`src/sv/sfp_pkg.sv`:
```
// Shared types, constants and CRC/length functions for the serial frame parser.
package sfp_pkg;

  localparam logic [7:0] SOF_BYTE = 8'hA5;
  localparam logic [5:0] MAX_FRAME_BYTES = 6'd41;
  localparam logic [15:0] CMD_NO_LINK_A = 16'h0104;
  localparam logic [15:0] CMD_NO_LINK_B = 16'h0105;

  localparam logic [15:0] TIMEOUT_RST = 16'd300;
  localparam logic [7:0] HDR_SEED_RST = 8'hFF;
  localparam logic [15:0] FRM_SEED_RST = 16'hFFFF;

  localparam int CFG_INDEX_W = 2;
  localparam logic [CFG_INDEX_W-1:0] REG_LINK_TIMEOUT = 2'd0;
  localparam logic [CFG_INDEX_W-1:0] REG_HDR_SEED = 2'd1;
  localparam logic [CFG_INDEX_W-1:0] REG_FRM_SEED = 2'd2;

  typedef enum logic [2:0] {
    EV_NONE = 3'd0,
    EV_ACCEPTED = 3'd1,
    EV_HDR_CRC_FAIL = 3'd2,
    EV_FRM_CRC_FAIL = 3'd3,
    EV_OVERRUN = 3'd4
  } sfp_event_t;

  typedef struct packed {
    logic [15:0] link_timeout_ticks;
    logic [7:0] header_crc_seed;
    logic [15:0] frame_crc_seed;
  } sfp_cfg_t;

  typedef struct packed {
    logic link_online;
    sfp_event_t frame_event;
    logic [15:0] cmd_code;
    logic [5:0] frame_bytes;
  } sfp_result_t;

  function automatic logic [7:0] crc8_byte(input logic [7:0] crc, input logic [7:0] b);
    logic [7:0] c;
    c = crc ^ b;
    for (int i = 0; i < 8; i++) begin
      c = c[0] ? ((c >> 1) ^ 8'h8C) : (c >> 1);
    end
    return c;
  endfunction

  function automatic logic [15:0] crc16_byte(input logic [15:0] crc, input logic [7:0] b);
    logic [15:0] c;
    c = crc ^ {8'h00, b};
    for (int i = 0; i < 8; i++) begin
      c = c[0] ? ((c >> 1) ^ 16'h8408) : (c >> 1);
    end
    return c;
  endfunction

  function automatic logic [5:0] frame_len(input logic [15:0] code);
    logic [5:0] len;
    case (code)
      16'h0001: len = 6'd12;
      16'h0002: len = 6'd10;
      16'h0003: len = 6'd41;
      16'h0004: len = 6'd12;
      16'h0101: len = 6'd13;
      16'h0102: len = 6'd13;
      16'h0103: len = 6'd11;
      16'h0104: len = 6'd11;
      16'h0105: len = 6'd10;
      16'h0201: len = 6'd27;
      16'h0202: len = 6'd25;
      16'h0203: len = 6'd25;
      16'h0204: len = 6'd10;
      16'h0205: len = 6'd12;
      16'h0206: len = 6'd10;
      16'h0207: len = 6'd15;
      16'h0208: len = 6'd11;
      16'h0209: len = 6'd13;
      16'h020A: len = 6'd21;
      16'h0301: len = 6'd25;
      default: len = 6'd0;
    endcase
    return len;
  endfunction

endpackage

```
`src/sv/serial_frame_parser_with_link_watch.sv`:
```
// Top level of the serial frame parser with link watch: configuration registers and wiring.
// Every input word (a received byte or a millisecond tick) yields exactly one result word.
// A word is accepted in every cycle while the two-word result queue has room, and its
// result is registered there and offered once the words ahead of it are taken; the parser
// state updates in a single pass per word. Configuration registers are written through
// cfg_we, cfg_index and cfg_data and take effect at once; the CRC seeds are picked up at
// the next start byte. No clearing pass is needed after reset.
module serial_frame_parser_with_link_watch (
  input  logic clk,
  input  logic rst,
  input  logic in_valid,
  output logic in_ready,
  input  logic req_type,
  input  logic [7:0] rx_byte,
  output logic out_valid,
  input  logic out_ready,
  output logic link_online,
  output logic [2:0] frame_event,
  output logic [15:0] cmd_code,
  output logic [5:0] frame_bytes,
  input  logic cfg_we,
  input  logic [sfp_pkg::CFG_INDEX_W-1:0] cfg_index,
  input  logic [15:0] cfg_data
);
  import sfp_pkg::*;

  sfp_cfg_t cfg;
  sfp_result_t result;
  sfp_result_t head;
  logic not_full;
  logic in_fire;

  assign in_ready = not_full;
  assign in_fire = in_valid && in_ready;

  always_ff @(posedge clk) begin
    if (rst) begin
      cfg.link_timeout_ticks <= TIMEOUT_RST;
      cfg.header_crc_seed <= HDR_SEED_RST;
      cfg.frame_crc_seed <= FRM_SEED_RST;
    end else if (cfg_we) begin
      case (cfg_index)
        REG_LINK_TIMEOUT: cfg.link_timeout_ticks <= cfg_data;
        REG_HDR_SEED: cfg.header_crc_seed <= cfg_data[7:0];
        REG_FRM_SEED: cfg.frame_crc_seed <= cfg_data;
        default: ;
      endcase
    end
  end

  sfp_core u_core (
    .clk(clk),
    .rst(rst),
    .in_fire(in_fire),
    .req_type(req_type),
    .rx_byte(rx_byte),
    .cfg(cfg),
    .result(result)
  );

  sfp_out_queue u_queue (
    .clk(clk),
    .rst(rst),
    .push(in_fire),
    .push_data(result),
    .not_full(not_full),
    .out_valid(out_valid),
    .out_ready(out_ready),
    .head(head)
  );

  assign link_online = head.link_online;
  assign frame_event = head.frame_event;
  assign cmd_code = head.cmd_code;
  assign frame_bytes = head.frame_bytes;

endmodule

```
`src/sv/sfp_core.sv`:
```
// Frame parser and link watch state with the per-word next-state and result logic.
module sfp_core (
  input  logic clk,
  input  logic rst,
  input  logic in_fire,
  input  logic req_type,
  input  logic [7:0] rx_byte,
  input  sfp_pkg::sfp_cfg_t cfg,
  output sfp_pkg::sfp_result_t result
);
  import sfp_pkg::*;

  logic in_frame, in_frame_next;
  logic [5:0] byte_count, byte_count_next;
  logic [15:0] cmd_reg, cmd_reg_next;
  logic [7:0] header_crc, header_crc_next;
  logic [15:0] frame_crc, frame_crc_next;
  logic [15:0] last_two_bytes, last_two_bytes_next;
  logic frame_seen, frame_seen_next;
  logic [15:0] silence_count, silence_count_next;
  logic online_flag, online_flag_next;

  logic [5:0] cnt;
  logic [16:0] silence_inc;
  logic drop;

  assign cnt = byte_count + 6'd1;
  assign silence_inc = {1'b0, silence_count} + 17'd1;

  always_comb begin
    in_frame_next = in_frame;
    byte_count_next = byte_count;
    cmd_reg_next = cmd_reg;
    header_crc_next = header_crc;
    frame_crc_next = frame_crc;
    last_two_bytes_next = last_two_bytes;
    frame_seen_next = frame_seen;
    silence_count_next = silence_count;
    online_flag_next = online_flag;
    drop = 1'b0;
    result.frame_event = EV_NONE;
    result.cmd_code = 16'h0000;
    result.frame_bytes = 6'd0;

    if (req_type) begin
      if (frame_seen) begin
        silence_count_next = 16'h0000;
        online_flag_next = 1'b1;
        frame_seen_next = 1'b0;
      end else begin
        if (silence_inc > {1'b0, cfg.link_timeout_ticks}) begin
          online_flag_next = 1'b0;
        end
        silence_count_next = silence_inc[16] ? 16'hFFFF : silence_inc[15:0];
      end
    end else if (!in_frame) begin
      if (rx_byte == SOF_BYTE) begin
        in_frame_next = 1'b1;
        byte_count_next = 6'd1;
        cmd_reg_next = 16'h0000;
        header_crc_next = crc8_byte(cfg.header_crc_seed, rx_byte);
        frame_crc_next = cfg.frame_crc_seed;
        last_two_bytes_next = {8'h00, rx_byte};
      end
    end else begin
      if (byte_count >= 6'd2) begin
        frame_crc_next = crc16_byte(frame_crc, last_two_bytes[15:8]);
      end
      last_two_bytes_next = {last_two_bytes[7:0], rx_byte};
      if (byte_count < 6'd4) begin
        header_crc_next = crc8_byte(header_crc, rx_byte);
      end
      byte_count_next = cnt;

      if (byte_count == 6'd4) begin
        if (header_crc != rx_byte) begin
          result.frame_event = EV_HDR_CRC_FAIL;
          drop = 1'b1;
        end
      end else if (byte_count == 6'd5) begin
        cmd_reg_next = {cmd_reg[15:8], rx_byte};
      end else if (byte_count == 6'd6) begin
        cmd_reg_next = {rx_byte, cmd_reg[7:0]};
      end

      if (!drop && cnt >= 6'd7 && frame_len(cmd_reg_next) == cnt) begin
        result.cmd_code = cmd_reg_next;
        drop = 1'b1;
        if (last_two_bytes_next[15:8] == frame_crc_next[7:0]
            && last_two_bytes_next[7:0] == frame_crc_next[15:8]) begin
          result.frame_event = EV_ACCEPTED;
          if (cmd_reg_next != CMD_NO_LINK_A && cmd_reg_next != CMD_NO_LINK_B) begin
            frame_seen_next = 1'b1;
          end
        end else begin
          result.frame_event = EV_FRM_CRC_FAIL;
        end
      end
      if (!drop && cnt >= MAX_FRAME_BYTES) begin
        result.frame_event = EV_OVERRUN;
        result.cmd_code = cmd_reg_next;
        drop = 1'b1;
      end
      if (drop) begin
        result.frame_bytes = cnt;
        in_frame_next = 1'b0;
        byte_count_next = 6'd0;
      end
    end
    result.link_online = online_flag_next;
  end

  always_ff @(posedge clk) begin
    if (rst) begin
      in_frame <= 1'b0;
      byte_count <= 6'd0;
      cmd_reg <= 16'h0000;
      header_crc <= HDR_SEED_RST;
      frame_crc <= FRM_SEED_RST;
      last_two_bytes <= 16'h0000;
      frame_seen <= 1'b0;
      silence_count <= 16'h0000;
      online_flag <= 1'b0;
    end else if (in_fire) begin
      in_frame <= in_frame_next;
      byte_count <= byte_count_next;
      cmd_reg <= cmd_reg_next;
      header_crc <= header_crc_next;
      frame_crc <= frame_crc_next;
      last_two_bytes <= last_two_bytes_next;
      frame_seen <= frame_seen_next;
      silence_count <= silence_count_next;
      online_flag <= online_flag_next;
    end
  end

endmodule

```
`src/sv/sfp_out_queue.sv`:
```
// Two-word result queue that parts the input side from the output handshake.
module sfp_out_queue (
  input  logic clk,
  input  logic rst,
  input  logic push,
  input  sfp_pkg::sfp_result_t push_data,
  output logic not_full,
  output logic out_valid,
  input  logic out_ready,
  output sfp_pkg::sfp_result_t head
);
  import sfp_pkg::*;

  sfp_result_t entries [2];
  logic wr_ptr;
  logic rd_ptr;
  logic [1:0] count;
  logic pop;

  assign out_valid = count != 2'd0;
  assign not_full = count != 2'd2;
  assign pop = out_valid && out_ready;
  assign head = entries[rd_ptr];

  always_ff @(posedge clk) begin
    if (push) begin
      entries[wr_ptr] <= push_data;
    end
  end

  always_ff @(posedge clk) begin
    if (rst) begin
      wr_ptr <= 1'b0;
      rd_ptr <= 1'b0;
      count <= 2'd0;
    end else begin
      if (push) begin
        wr_ptr <= ~wr_ptr;
      end
      if (pop) begin
        rd_ptr <= ~rd_ptr;
      end
      case ({push, pop})
        2'b10: count <= count + 2'd1;
        2'b01: count <= count - 2'd1;
        default: count <= count;
      endcase
    end
  end

endmodule

```
`config.mk`:
```
export PLATFORM = sky130hd
export DESIGN_NAME = serial_frame_parser_with_link_watch
export DESIGN_NICKNAME = d
export VERILOG_FILES = /design/src/sv/sfp_pkg.sv /design/src/sv/serial_frame_parser_with_link_watch.sv /design/src/sv/sfp_core.sv /design/src/sv/sfp_out_queue.sv
export SDC_FILE = /design/constraint.sdc
export NUM_CORES = 1
export LEC_CHECK = 0
export CAP_MARGIN = 30
export CORE_ASPECT_RATIO = 1.1
export CORE_MARGIN = 2
export CORE_UTILIZATION = 50
export CTS_BUF_LIST = sky130_fd_sc_hd__clkbuf_2 sky130_fd_sc_hd__clkbuf_4 sky130_fd_sc_hd__clkbuf_8
export CTS_CLUSTER_SIZE = 20
export DETAILED_ROUTE_END_ITERATION = 8
export DONT_BUFFER_PORTS = 1
export HOLD_SLACK_MARGIN = 0.12
export PLACE_DENSITY = 0.71
export SYNTH_ARGS = -nofsm -noshare
export SYNTH_HDL_FRONTEND = slang
export SYNTH_SLANG_ARGS = --single-unit
```
`constraint.sdc`:
```
create_clock -name clk -period 4.3 [get_ports clk]
set_input_delay 0.215 -clock clk [delete_from_list [all_inputs] [get_ports clk]]
set_output_delay 0.215 -clock clk [all_outputs]
set_load 0.02 [all_outputs]
```
Word-level counts from Yosys, hierarchy flattened:

Memories as Yosys holds them, arrays and structs flattened. A register that Yosys moved wholly into a read port is not among the register bits.
Cells that the tools add are included.

* bits in registers: 125
* input port bits: 32
* output and inout port bits: 28
* bits in writable memories: 52
* memories: 1
* logic and storage cells: 204

Memory list
* u_queue.entries: depth 2, bits a word 26, rd ports 1, clocked after memory_dff 1, wr ports 1, RTL line sfp_out_queue.sv:14 `sfp_result_t entries [2];`

* $lt $le $gt $ge: 5
* $add $sub $neg: 4
* bitwise logic cells: 30
* equality and inequality tests: 36
* mux-type cells: 83
* reductions and logical operators: 30

Operators with widths (count)
* $mux 16: 24
* $eq 16x10->1 const B: 11
* $mux 8: 19
* $eq 16x9->1 const B: 5
* $not 2->3: 24
* $pmux 6 s9: 1
* $mux 25: 2
* $mux 19: 2
* $mux 6: 6
* $eq 16x2->1 const B: 2
* $ne 16x9->1 const B: 2
* $mux 1: 25
* $eq 6x3->1 const B: 3
* $add 16x1->17 const B: 1
* $gt 17x16->1: 1
* $eq 16x1->1 const B: 1
* $eq 16x3->1 const B: 1
* $eq 8x8->1: 2
* $xor 16x8->16: 1
* $xor 8x8->8: 2
* $reduce_bool 2->1: 7
* $reduce_or 3->1: 4
* $reduce_and 2->1: 5
* $eq 8x8->1 const B: 1
* other kinds (23): 36

Longest topological paths before layout:

* depth in word-level cells: 27
* depth in mapped cells: 15
* mapped depth without buffers: 14

Cells and area by module:

From an unflattened synthesis, not the netlist that was laid out.

* cell total of the unflattened synthesis: 1074
* area, all modules: 9949.5 um2

By module, submodules not included
* sfp_core: cells an instance 805, seq. area each 1621.6 um2, area each 6221.0 um2, instances 1
* sfp_out_queue: cells an instance 104, seq. area each 1661.6 um2, area each 2083.2 um2, instances 1
* serial_frame_parser_with_link_watch: cells an instance 165, seq. area each 800.8 um2, area each 1645.3 um2, instances 1

Worst setup path after synthesis:

No wires, ideal clock.

* path type: register to register
* start point: register u_core.byte_count[1]
* end point: memory u_queue.entries[0][14] in the netlist's numbering (data pin)
* data arrival time: 3.219 ns
* path buffers: 2
* cell stages (with the launch flop): 14
* path slack: 0.884 ns
* setup time: 0.197 ns
* data required time: 4.103 ns
* clock period less this slack: 3.416 ns
* path through: dfxtp_1 > clkbuf_1 > inv_1 > ha_1 > nand2b_1 > or3_1 > or3_1 > a22oi_1 > a2111oi_2 > xor2_1 > nor3_2 > o2111ai_4 > buf_2 > a221oi_1

RTL lines
* start, declared: RTL line sfp_core.sv:14 `logic [5:0] byte_count, byte_count_next;`
* start signal, assigned: RTL line sfp_core.sv:126 `byte_count <= byte_count_next;`
* end, declared: RTL line sfp_out_queue.sv:14

==> impl_metrics.json <==
{
  "status": "complete, no violations",
  "root_buffer": "clkbuf_8",
  "tightest_slew_ns": 0.889,
  "drv_cap": 0,
  "placeableCoreArea_mm2": 0.0192,
  "final_cells": 1405,
  "busiest_layer": "met2",
  "synth_edf_count": 52,
  "crit_family": "compound AO/OA/AOI/OAI gates",
  "power_density_mw_per_mm2": 357,
  "fin_tns_setup_ns": 0,
  "switching_share": 0.312,
  "seq_area_frac_synth": 0.414,
  "n_fill_cell": 1726,
  "drv_slew": 0,
  "r2r_start": "u_core.byte_count[1]",
  "combPwrFrac": 0.191,
  "crit_fanout": 16,
  "die_x_um": 138,
  "place_congestion": 0.930,
  "synth_top_family_by_area": "simple AND/OR/NAND/NOR gates",
  "synth_flop_cell": "dfxtp_1",
  "diodes": 0,
  "htree_levels": 4,
  "clk_pin_slew_worst_paths_ns": 0.10,
  "yosys.area.top_type": "dfxtp_1",
  "skew_ns": 0.0134,
  "vias_per_cell": 6.01,
  "grt_max_degree": 63,
  "num_vias": 8445,
  "relSlewSlack": 0.407,
  "routed_wl_um": 27100,
  "p_leak_nw": 4.07,
  "start_util": 0.513,
  "period_needed_ns": 3.99,
  "grt_remaining_overflow": 0,
  "use_met2": 0.441,
  "nNetsFinal": 1200,
  "p_sw_w": 0.00122,
  "internal_power_w": 0.00269,
  "place_inst": 1335,
  "hpwl_um": 18000,
  "numCtsBuffers": 17,
  "grt_pass1_vias": 8103,
  "antenna_found_initial": 0,
  "synth-xor-area-share": 0.101,
  "rsz0062_at_grt": "false",
  "drtIter0Drc": 637,
  "largest_register": "u_queue.entries",
  "synthSimpleGateAreaFrac": 0.209,
  "grt_pass1_wl_um": 43300,
  "reg2reg_setup_slack_ns": 0.31,
  "r2r-end": "u_queue.entries[0][20]",
  "finalCritPeriodShare": 0.927,
  "synth-adder-area-share": 0.0292,
  "io_buffer_count": 0,
  "syn-num-nets": 1192,
  "synthMuxAreaShare": 0.0410,
  "critical_path_class": "flip-flop to flip-flop",
  "critPathBufInv": 3,
  "crit_end": "u_queue.entries[0][20]",
  "first_pass_iters": 5,
  "io_pins": 60,
  "async_reset_ff_frac": 0,
  "synth.top_cells.by_area": "dfxtp_1 (26%), edfxtp_1 (16%), nand2_1 (8.0%)",
  "cts_tree": "yes",
  "cts_setup_buffers": 0,
  "drive_gt1_frac": 0.0898,
  "rows": 53,
  "grt.total_usage": 0.269,
  "cp.depth": 13,
  "dieArea_mm2": 0.0209,
  "yosysTopAreaCellShare": 0.256,
  "final_hold_viol_count": 0,
  "critical_path.cell_chain": "inv_1 > ha_1 > nand2b_1 > or3_1 > buf_4 > o22ai_2 > a21boi_1 > a211oi_1 > nand4b_1 > xnor2_1 > o2111ai_4 > buf_4 > a221oi_1",
  "die_y_um": 151,
  "rr_worst_depth": 13,
  "clock-sinks": 178,
  "use_met3": 0.0566,
  "worstPathRequired_ns": 4.55,
  "fmax_ghz": 0.251,
  "ys_ff_latch": 178,
  "cts.path.max_buffers": 2,
  "largest_register_ffs": 52,
  "ant_nets": 0,
  "met1_usage": 0.345,
  "synth-compound-area-share": 0.164,
  "synthCells": 1137,
  "yosysWarnings": 0,
  "area_growth_pct": 10.9,
  "p_seq_frac": 0.489,
  "syn_area_per_cell_um2": 8.68,
  "start_kind": "flip-flop",
  "cpMostUsedCell": "buf_4",
  "hold_path.class": "primary input to flip-flop",
  "ir_worst_vdd_mv": 0.249,
  "worst_path_max_delay_cell": "dfxtp_1",
  "route.detailed.drc": 0,
  "endpoint_kind": "flip-flop",
  "critPathArrivalTime_ns": 4.24,
  "finalSetupViolations": 0,
  "pwr-share-clk": 0.320,
  "largestRegisters": "u_queue.entries: 52 flops, cfg: 40 flops",
  "synth_area_mm2": 0.00987,
  "synth.distinct_cells": 74,
  "startpoint": "u_core.byte_count[1]",
  "worst_path_largest_cell_delay_ns": 0.58,
  "clkLatencyLatePin_ns": 0.49,
  "wl_per_cell_um": 19.3
}
[final cells by class]
class	count	area, um^2	area share
repair buffers	63	607	0.0554
clock buffers	17	234	0.0214
flip-flops and latches	178	4080	0.373
clock inverters	15	195	0.0178
well taps	247	309	0.0282
inverters	32	120	0.0110
multi-input cells	853	5400	0.493
[logic make-up (layout without fill, tap and decap cells)]
logic type	count (synthesis)	in the layout
flip-flops	178	178
AND/OR/NAND/NOR	444	444
multiplexers	37	37
buffers and inverters	106	127
adder cells (fa/ha/maj)	23	23
XOR/XNOR	114	114
AO/OA/AOI/OAI	235	235
[Yosys cell counts (all sizes together) (4+ instances only)]
library cell	instances
a211oi	13
a21o	4
a21oi	53
a221oi	16
a22oi	25
and2	4
and3	10
buf	15
clkbuf	59
dfxtp	126
edfxtp	52
ha	23
inv	31
mux2	27
mux2i	10
nand2	210
nand2b	8
nand3	52
nand3b	6
nand4	16
nor2	71
nor2b	7
nor3	16
nor3b	6
nor4	9
nor4b	6
o2111ai	5
o211ai	28
o21a	6
o21ai	51
o31ai	5
or3	8
or4	5
xnor2	78
xor2	36
[stage by stage]
step	hold WS (ns)	setup slack [ns]	utilization	area (um^2)	power, W
after detailed placement	0.293	0.186	0.526	10100	0.00263
after global routing	0.147	0.0434	0.569	10900	0.00408
after CTS	0.124	0.187	0.569	10900	0.00393
final	0.136	0.312	0.569	10900	0.00391
after global placement	0.291	0.440	0.523	10100	0.00260
after floorplan	0.339	0.884	-	9870	0.00251
[metal layers]
metal,vias up,part of all wire,routed length (um)
met3,77,0.059,1600
met5,-,0,0
met4,0,0.035,955
li1,4047,-,-
met1,4033,0.43,11700
met2,288,0.47,12900
[what timing repair did]
action	4_1_cts	5_1_grt
resized for setup	0	1
setup endpoints to repair	0	28
hold endpoints to repair	130	0
hold buffers	38	0
[worst min path at each step]
| stage | start | end | cells past startpoint |
|---|---|---|---|
| after floorplan | cfg_data[10] | cfg[10] | 2 |
| after global placement | rst | u_queue.count[1] | 1 |
| after detailed placement | rst | u_queue.count[1] | 1 |
| after CTS | cfg_we | cfg[18] | 3 |
| after global routing | cfg_we | cfg[23] | 3 |
| final | cfg_we | cfg[21] | 3 |
[layout by cell type, fill, tap and decap left out, drive strengths merged, types with 7 or more instances in the layout]
cell type	instances
a211oi	13
a21oi	53
a221oi	16
a22oi	25
and3	10
buf	26
clkbuf	17
dfxtp	126
dlygate4sd3	37
edfxtp	52
ha	23
inv	37
mux2	27
mux2i	10
nand2	210
nand2b	8
nand3	52
nand4	16
nor2	71
nor2b	7
nor3	16
nor4	9
o211ai	28
o21ai	51
or3	8
xnor2	78
xor2	36
[worst register-to-register path, cell delays in order (launching register included)]
cell and delay [ns]:
dfxtp_1 0.58, inv_1 0.15, ha_1 0.25, nand2b_1 0.24, or3_1 0.39, buf_4 0.18
o22ai_2 0.29, a21boi_1 0.33, a211oi_1 0.10, nand4b_1 0.17, xnor2_1 0.17, o2111ai_4 0.24
buf_4 0.28, a221oi_1 0.40
[power groups by stage]
stage	logic [W]	registers, W	clock network [W]
2_1_floorplan	0.000584	0.00193	0
3_3_place_gp	0.000633	0.00197	0
3_5_place_dp	0.000685	0.00195	0
4_1_cts	0.000751	0.00191	0.00126
5_1_grt	0.000815	0.00193	0.00134
6_report	0.000748	0.00191	0.00125
Power figures use the tool's default switching activity.
